==> src/rtl/lcfr_pkg.sv <==
// Shared types and constants for the length/checksum frame receiver.
package lcfr_pkg;

	typedef enum logic [1:0] {
		PH_LENGTH  = 2'd0,
		PH_PAYLOAD = 2'd1,
		PH_CHECK   = 2'd2
	} phase_t;

	typedef enum logic [1:0] {
		ST_OK        = 2'd0,
		ST_BAD_SUM   = 2'd1,
		ST_TOO_SHORT = 2'd2
	} status_t;

	localparam logic KIND_PAYLOAD = 1'b0;
	localparam logic KIND_END     = 1'b1;

	localparam logic [7:0] HDR_BYTES = 8'd2;

	localparam int TDATA_W = 32;
	localparam int FIELD_W = 26;

	typedef struct packed {
		logic       valid;
		logic       kind;
		logic [7:0] payload_byte;
		logic [7:0] byte_index;
		status_t    frame_status;
		logic [7:0] payload_count;
	} result_t;

endpackage

==> src/rtl/length_checksum_frame_receiver.sv <==
// Top level of the length-prefixed frame receiver with additive checksum.
//
// Slave stream s_*: one received byte per beat in s_tdata[7:0].
// Master stream m_*: one result beat per payload byte (m_tuser = 0) and one
// per frame end (m_tuser = 1). The first byte of a frame is the total length
// L and gives no beat; L-2 payload bytes follow, then the checksum byte,
// which must equal the 8-bit sum of L and the payload.
// Datapath: input register, parser logic, output register. A byte in the input
// register loads its result beat into the free output register (m_tvalid high).
// Throughput is one byte per cycle while m_tready stays high. While a
// finished beat waits in the output register, the input register still takes
// one byte; a length byte gives no beat and passes the parser even then.
// The input stage holds once both registers carry pending beats.
// Reset clears the frame state to awaiting a length byte and empties both
// registers. When m_tready is low, s_tready falls after the input and
// output registers fill; no beat is dropped or repeated.
module length_checksum_frame_receiver (
	input  logic                         clk,
	input  logic                         arst_n,
	input  logic                         s_tvalid,
	output logic                         s_tready,
	input  logic [7:0]                   s_tdata,  // [7:0] rx_byte
	output logic                         m_tvalid,
	input  logic                         m_tready,
	output logic [lcfr_pkg::TDATA_W-1:0] m_tdata,  // payload_byte, byte_index,
	                                               // frame_status, payload_count
	output logic                         m_tuser   // kind
);
	import lcfr_pkg::*;

	logic       valid_s1;
	logic [7:0] byte_s1;
	logic       out_free;
	logic       step;
	logic       valid_q;
	logic       kind_q;
	logic [FIELD_W-1:0] data_q;
	result_t    res;

	assign out_free = !valid_q || m_tready;
	assign step     = valid_s1 && (out_free || !res.valid);
	assign s_tready = !valid_s1 || step;

	always_ff @(posedge clk or negedge arst_n) begin
		if (!arst_n)
			valid_s1 <= 1'b0;
		else if (s_tready)
			valid_s1 <= s_tvalid;
	end

	always_ff @(posedge clk) begin
		if (s_tready && s_tvalid)
			byte_s1 <= s_tdata;
	end

	lcfr_parse u_parse (
		.clk     (clk),
		.arst_n  (arst_n),
		.step    (step),
		.rx_byte (byte_s1),
		.res     (res)
	);

	always_ff @(posedge clk or negedge arst_n) begin
		if (!arst_n)
			valid_q <= 1'b0;
		else if (out_free)
			valid_q <= step && res.valid;
	end

	always_ff @(posedge clk) begin
		if (out_free && step && res.valid) begin
			kind_q <= res.kind;
			data_q <= {res.payload_count, res.frame_status, res.byte_index, res.payload_byte};
		end
	end

	assign m_tvalid = valid_q;
	assign m_tuser  = kind_q;
	assign m_tdata  = {{(TDATA_W - FIELD_W){1'b0}}, data_q};

endmodule

==> src/rtl/lcfr_parse.sv <==
// Frame parser: phase state machine, remaining count, running sum, result decode.
module lcfr_parse (
	input  logic             clk,
	input  logic             arst_n,
	input  logic             step,
	input  logic [7:0]       rx_byte,
	output lcfr_pkg::result_t res
);
	import lcfr_pkg::*;

	phase_t     phase_q, phase_d;
	logic [7:0] remaining_q, remaining_d;
	logic [7:0] sum_q, sum_d;
	logic [7:0] len_q, len_d;
	logic [7:0] total;

	assign total = len_q - HDR_BYTES;

	always_ff @(posedge clk or negedge arst_n) begin
		if (!arst_n) begin
			phase_q     <= PH_LENGTH;
			remaining_q <= '0;
			sum_q       <= '0;
			len_q       <= '0;
		end else if (step) begin
			phase_q     <= phase_d;
			remaining_q <= remaining_d;
			sum_q       <= sum_d;
			len_q       <= len_d;
		end
	end

	always_comb begin
		phase_d     = phase_q;
		remaining_d = remaining_q;
		sum_d       = sum_q;
		len_d       = len_q;
		res         = '0;
		case (phase_q)
			PH_PAYLOAD: begin
				res.valid        = 1'b1;
				res.kind         = KIND_PAYLOAD;
				res.payload_byte = rx_byte;
				res.byte_index   = total - remaining_q;
				sum_d            = sum_q + rx_byte;
				remaining_d      = remaining_q - 8'd1;
				if (remaining_d == '0)
					phase_d = PH_CHECK;
			end
			PH_CHECK: begin
				res.valid = 1'b1;
				res.kind  = KIND_END;
				if (len_q <= HDR_BYTES) begin
					res.frame_status = ST_TOO_SHORT;
				end else begin
					res.frame_status  = (sum_q == rx_byte) ? ST_OK : ST_BAD_SUM;
					res.payload_count = total;
				end
				phase_d     = PH_LENGTH;
				remaining_d = '0;
			end
			default: begin
				len_d = rx_byte;
				sum_d = rx_byte;
				if (rx_byte > HDR_BYTES) begin
					remaining_d = rx_byte - HDR_BYTES;
					phase_d     = PH_PAYLOAD;
				end else begin
					remaining_d = '0;
					phase_d     = PH_CHECK;
				end
			end
		endcase
	end

endmodule

==> config.mk <==
export PLATFORM = sky130hd
export DESIGN_NAME = length_checksum_frame_receiver
export DESIGN_NICKNAME = d
export VERILOG_FILES = /design/src/rtl/lcfr_pkg.sv /design/src/rtl/length_checksum_frame_receiver.sv /design/src/rtl/lcfr_parse.sv
export SDC_FILE = /design/constraint.sdc
export NUM_CORES = 1
export LEC_CHECK = 0
export BUFFER_PORTS_ARGS = -buffer_cell sky130_fd_sc_hd__buf_2
export CELL_PAD_IN_SITES_DETAIL_PLACEMENT = 1
export CELL_PAD_IN_SITES_GLOBAL_PLACEMENT = 1
export CORE_ASPECT_RATIO = 0.7
export CORE_MARGIN = 4
export CORE_UTILIZATION = 45
export DETAILED_ROUTE_END_ITERATION = 7
export PLACE_DENSITY_LB_ADDON = 0.05
export SYNTH_ARGS = -nofsm -noshare
export SYNTH_HDL_FRONTEND = slang
export SYNTH_SLANG_ARGS = --single-unit
==> constraint.sdc <==
create_clock -name clk -period 3.9 [get_ports clk]
set_input_delay 0.78 -clock clk [delete_from_list [all_inputs] [get_ports clk]]
set_output_delay 0.78 -clock clk [all_outputs]
set_load 0.02 [all_outputs]
==> results.md <==
- The flow ran to the end, and the final reports show no timing, DRC or antenna violations.
- For this design the total switching power over the nets is 1.76 mW.
- During synthesis, Yosys emitted a total of 0 warnings.
- At the end of the flow, the number of nets in the layout was around 410.
- The power density over the cells is ~1000 mW/mm^2.
- Walking the worst path, the cells encountered are inv_1 > ha_1 > inv_1 > ha_1 > o21a_1 > o21ai_0 > a21oi_1 > nor3_1 > and3b_1.
- The repair_antennas step left the layout with diodes totalling 0.
- The final count of pins violating max slew came to 0.
- The chip width is ~110 um.
- Overall power consumption after layout is estimated at between 4 and 5 mW.
- Setup slack closes at about 1.4 ns.
- The proportion of power drawn by combinational gates is 51.1%.
- The maximum count of clock buffers along a single path is 2.
- Adding up every negative setup slack in the final design gives 0 ns.
- The clock network burns around a fifth of the power.
- The actual transition at the worst max-transition pin is a little under 0.7 ns.
- Of all cell types, the one taking the most synthesized area is sky130_fd_sc_hd__edfxtp_1.
- The worst relative slew slack is about 54%.
- The initial antenna violation count came to 0.
- 47 I/O pins were placed.
- The first routing iteration left 139 violations.
- The CTS tree is yes.
- The switching share of power is 41.6%.
- The count of clock tree sinks is 63.
- The clock tree skew after final layout is 0.00491 ns.
- Cells with a size suffix above 1 make up roughly 21% of the layout.
- The number of global-route vias before repair came to between 2000 and 3000.
- The internal power summed over all cells is between 2 and 2.5 mW.
- Across all layers, the routed design uses between 2000 and 3000 vias.
- Summing the sequential cell areas from Yosys gives ~50% of the chip area.
- The detailed-router iteration count before antenna repair is 4.
- From synthesis to final layout, the design area changed by 16.4%.
- The synthesized design contains 63 register bits.
- The buffers inserted during post-CTS setup optimization is 0.
- Setup violations remaining at the end of the flow were counted as 0.
- The kind of end point of the critical path is a flip-flop.
- The cell sitting at the root of the clock tree is a sky130_fd_sc_hd__clkbuf_16.
- In this design, the stage delay of the slowest critical-path cell is roughly 0.41 ns.
- The floorplan step defined a die boundary enclosing approximately 0.0094 sq mm.
- The critical path class is reg -> reg.
- The worst path in the final design needs a cycle of between 2 and 2.5 ns, including I/O delays and setup.
- In the routed design, unresolved DRC markers number 0.
- In this run the critical register-to-register path is launched from u_parse.len_q[1]$_DFFE_PN0P_.
- Port buffering added 40 buffers.
- Post-CTS repair changed the size of 0 cells.
- The synthesized netlist contains 55 unique library cells.
- The total global routing track utilization is between 10% and 20%.
- The area after detailed placement is between 0.003 and 0.004 sq mm.
- The number of enable flip-flop cells after synthesis is 35.
- After clock tree synthesis, the flow added hold-fix buffers numbering 0.
- Derived from the worst setup path, the maximum achievable clock frequency is between 0.4 and 0.5 GHz.
- The placeable core region is approximately 0.0075 sq mm.
- The footprint of the flip-flops and latches is roughly 0.0018 sq mm.
- The cell with the biggest individual delay on the critical path is sky130_fd_sc_hd__dfrtp_1.
- The final count of hold timing violations is 0.
- Setup repair after global routing left no endpoint under its margin.
- By area the synthesized netlist is led by sky130_fd_sc_hd__edfxtp_1 (30%), sky130_fd_sc_hd__dfrtp_1 (20%), sky130_fd_sc_hd__ha_1 (7.4%), sky130_fd_sc_hd__xnor2_1 (4.5%), sky130_fd_sc_hd__o21ai_0 (3.3%).
- Tracing the worst setup path back leads to its startpoint at u_parse.len_q[1]$_DFFE_PN0P_.
- The total number of placement rows is 26.
- Wires add up to ~8500 um.
- At the placement stage, the worst setup path has a slack of 1.45 ns.
- The average via count per standard cell is about 5.4.
- The wire length per cell is ~18 um.
- The clock insertion delay at the later pin of the skew report is roughly 0.32 ns.
- The number of clock buffers inserted by TritonCTS is 9.
- The detail route stage leaves a number of antenna-violating nets equal to 0.
- The number of instances in the synthesized netlist is around 330.
- STA puts the critical path data arrival time at about 2.5 ns.
- The final cell area excluding filler cells is slightly above 0.004 sq mm.
- After synthesis, the largest area contributor takes up around 30% of total cell area.
- The combined area of all synthesized cells is approximately 0.0035 sq mm.
- The initial core utilization is a little under half.
- The H-tree depth is 3.
- The async set-or-reset flop fraction in the synthesized netlist is 44.4%.
- The worst-case IR drop observed on VDD is 411 uV.
- The critical path required time is 3.97 ns.
- The part of the total power dissipated in sequential elements is between 30% and 40%.
- Routability-driven placement finished with a final weighted congestion of 0.820.
- Dividing the final minimum period by the clock period gives between 60% and 70%.
- The clock transition at the registers of the reported paths is 0.05 ns.
- The worst setup path is launched from a flip-flop.
- The pin count of the biggest net entering global routing is 30.
- Among all flip-flop cells after synthesis, the most frequent one is sky130_fd_sc_hd__edfxtp_1.
- Along the worst path, the maximum fanout reaches 5.
- After legalization and detailed placement, the total HPWL measured approximately 6000 um.
- In this run the vertical extent of the chip is roughly 82 um.
- The worst hold path belongs to the class in -> async.
- The leftover overflow at the end of global routing is 0.
- The number of fill cells in the layout is between 800 and 900.
- The number of max-cap violations is 0.
- A synthesized cell averages 10.7 sq um.
- Summed over all cells, the static leakage comes to between 1.5 and 2 nW.
- Summing all multi-input logic gate instances after layout gives between 0.0015 and 0.002 sq mm.
- The first global-routing pass estimated about 14000 um of wire.
## state kept, by name (all words and copies together), names as in the netlist, 2 cells and up
signal and count:
u_parse.phase_q 2, u_parse.remaining_q 8, u_parse.sum_q 8, byte_s1 8, u_parse.len_q 8, data_q 26
## power by group through the flow
stage                     Clock, mW  Sequential, mW  Combinational, mW
after floorplan                   0            1.40               1.46
after global placement            0            1.27               2.11
after detailed placement          0            1.29               2.15
after CTS                     0.803            1.28               2.17
after global routing          0.839            1.31               2.41
final                         0.791            1.27               2.16
## metal layers
| layer | track usage [%] | share of wire, % | routed length (um) | up-vias |
|---|---|---|---|---|
| li1 | - | - | - | 1224 |
| met5 | 0 | 0 | 0 | - |
| met1 | 27.5 | 52 | 4430 | 1277 |
| met4 | 5.69 | 1.2 | 103 | 0 |
| met3 | 4.30 | 3.6 | 303 | 9 |
| met2 | 30.1 | 43 | 3640 | 51 |
## cell usage in the layout, fill, tap and decap left out, types with 2 or more instances in the layout
| master | Yosys | layout |
|---|---|---|
| sky130_fd_sc_hd__ha_1 | 21 | 21 |
| sky130_fd_sc_hd__nand2_1 | 24 | 24 |
| sky130_fd_sc_hd__nor2_1 | 26 | 25 |
| sky130_fd_sc_hd__or3_1 | 2 | 2 |
| sky130_fd_sc_hd__nor3_1 | 6 | 6 |
| sky130_fd_sc_hd__nand3_1 | 3 | 3 |
| sky130_fd_sc_hd__a31oi_1 | 2 | 2 |
| sky130_fd_sc_hd__o21ai_0 | 23 | 23 |
| sky130_fd_sc_hd__a21oi_2 | 2 | 2 |
| sky130_fd_sc_hd__and3_1 | 5 | 5 |
| sky130_fd_sc_hd__clkbuf_16 | 0 | 9 |
| sky130_fd_sc_hd__dfrtp_1 | 28 | 28 |
| sky130_fd_sc_hd__nor4_2 | 2 | 2 |
| sky130_fd_sc_hd__a211oi_1 | 2 | 2 |
| sky130_fd_sc_hd__xor2_1 | 5 | 5 |
| sky130_fd_sc_hd__o21ai_1 | 2 | 2 |
| sky130_fd_sc_hd__nor2b_1 | 3 | 3 |
| sky130_fd_sc_hd__nand2b_1 | 4 | 4 |
| sky130_fd_sc_hd__edfxtp_1 | 35 | 35 |
| sky130_fd_sc_hd__nor4_1 | 3 | 3 |
| sky130_fd_sc_hd__clkbuf_1 | 6 | 2 |
| sky130_fd_sc_hd__o22ai_1 | 2 | 2 |
| sky130_fd_sc_hd__inv_1 | 20 | 20 |
| sky130_fd_sc_hd__conb_1 | 1 | 6 |
| sky130_fd_sc_hd__and2_1 | 14 | 14 |
| sky130_fd_sc_hd__fa_1 | 2 | 2 |
| sky130_fd_sc_hd__buf_4 | 6 | 4 |
| sky130_fd_sc_hd__mux2i_1 | 8 | 8 |
| sky130_fd_sc_hd__nor3b_1 | 2 | 2 |
| sky130_fd_sc_hd__xnor2_1 | 18 | 18 |
| sky130_fd_sc_hd__buf_2 | 3 | 40 |
| sky130_fd_sc_hd__mux2_2 | 6 | 6 |
| sky130_fd_sc_hd__a21o_1 | 4 | 4 |
| sky130_fd_sc_hd__a21oi_1 | 17 | 17 |
## cells in the mapped netlist (2+ instances only)
cell                       number
sky130_fd_sc_hd__o22ai_1        2
sky130_fd_sc_hd__nor4_1         3
sky130_fd_sc_hd__ha_1          21
sky130_fd_sc_hd__nand2b_1       4
sky130_fd_sc_hd__inv_1         20
sky130_fd_sc_hd__and3_1         5
sky130_fd_sc_hd__nand3_1        3
sky130_fd_sc_hd__a211oi_1       2
sky130_fd_sc_hd__mux2i_1        8
sky130_fd_sc_hd__nor2b_1        3
sky130_fd_sc_hd__or3_1          2
sky130_fd_sc_hd__o21ai_1        2
sky130_fd_sc_hd__nor2_1        26
sky130_fd_sc_hd__nor4_2         2
sky130_fd_sc_hd__nor3_1         6
sky130_fd_sc_hd__dfrtp_1       28
sky130_fd_sc_hd__xnor2_1       18
sky130_fd_sc_hd__buf_2          3
sky130_fd_sc_hd__a21oi_2        2
sky130_fd_sc_hd__clkbuf_1       6
sky130_fd_sc_hd__xor2_1         5
sky130_fd_sc_hd__buf_4          6
sky130_fd_sc_hd__mux2_2         6
sky130_fd_sc_hd__edfxtp_1      35
sky130_fd_sc_hd__fa_1           2
sky130_fd_sc_hd__a21o_1         4
sky130_fd_sc_hd__and2_1        14
sky130_fd_sc_hd__a31oi_1        2
sky130_fd_sc_hd__a21oi_1       17
sky130_fd_sc_hd__nor3b_1        2
sky130_fd_sc_hd__nand2_1       24
sky130_fd_sc_hd__o21ai_0       23
## critical path: cells and delay by family (launching register included)
family,cells,cell delay (ns)
buffers and inverters,2,0.19
and+or+nand+nor,2,0.33
DFF,1,0.41
AOI/OAI and AO/OA,3,0.62
adders and majority gates,2,0.64
## worst paths after layout
kind | slack (ns) | depth (start not counted) | endpoint
max | 1.45 | 9 | data_q[13]$_SDFFCE_PN0P_
min | 0.50 | 1 | u_parse.sum_q[4]$_DFFE_PN0P_
max reg2reg | 1.45 | 9 | data_q[13]$_SDFFCE_PN0P_
min reg2reg | 0.50 | 2 | u_parse.sum_q[4]$_DFFE_PN0P_
max in group asynchronous | 2.95 | 1 | u_parse.remaining_q[7]$_DFFE_PN0P_
min in group clk | 0.50 | 2 | u_parse.sum_q[4]$_DFFE_PN0P_
## through the flow
step / std cells / util, % / hold slack, ns
global route: 476 / 55.0 / 0.522
global placement: 460 / 51.1 / 0.469
detailed placement: 460 / 51.1 / 0.493
finish: 476 / 55.0 / 0.498
CTS: 476 / 55.0 / 0.503
floorplan: 334 / - / 0.454
## cell families after synthesis
logic type      count (synthesis)  share of synthesized area [%]
flops                          63                           49.5
other cells                     1                          0.106
mux                            16                           4.92
compound gates                 62                           10.4
xor+xnor                       24                           6.16
buf+inv                        37                           4.67
fa+ha+maj                      23                           8.56
simple gates                  103                           15.7
## layout make-up
cell class / count / area share [%]
multi-input cells: 234 / 39.8
inverters: 21 / 1.91
flip-flops and latches: 63 / 42.6
well taps: 98 / 2.98
clock buffers: 12 / 5.99
repair buffers: 44 / 5.59
clock inverters: 4 / 1.12
No activity file was read; power rests on OpenSTA's default activity.
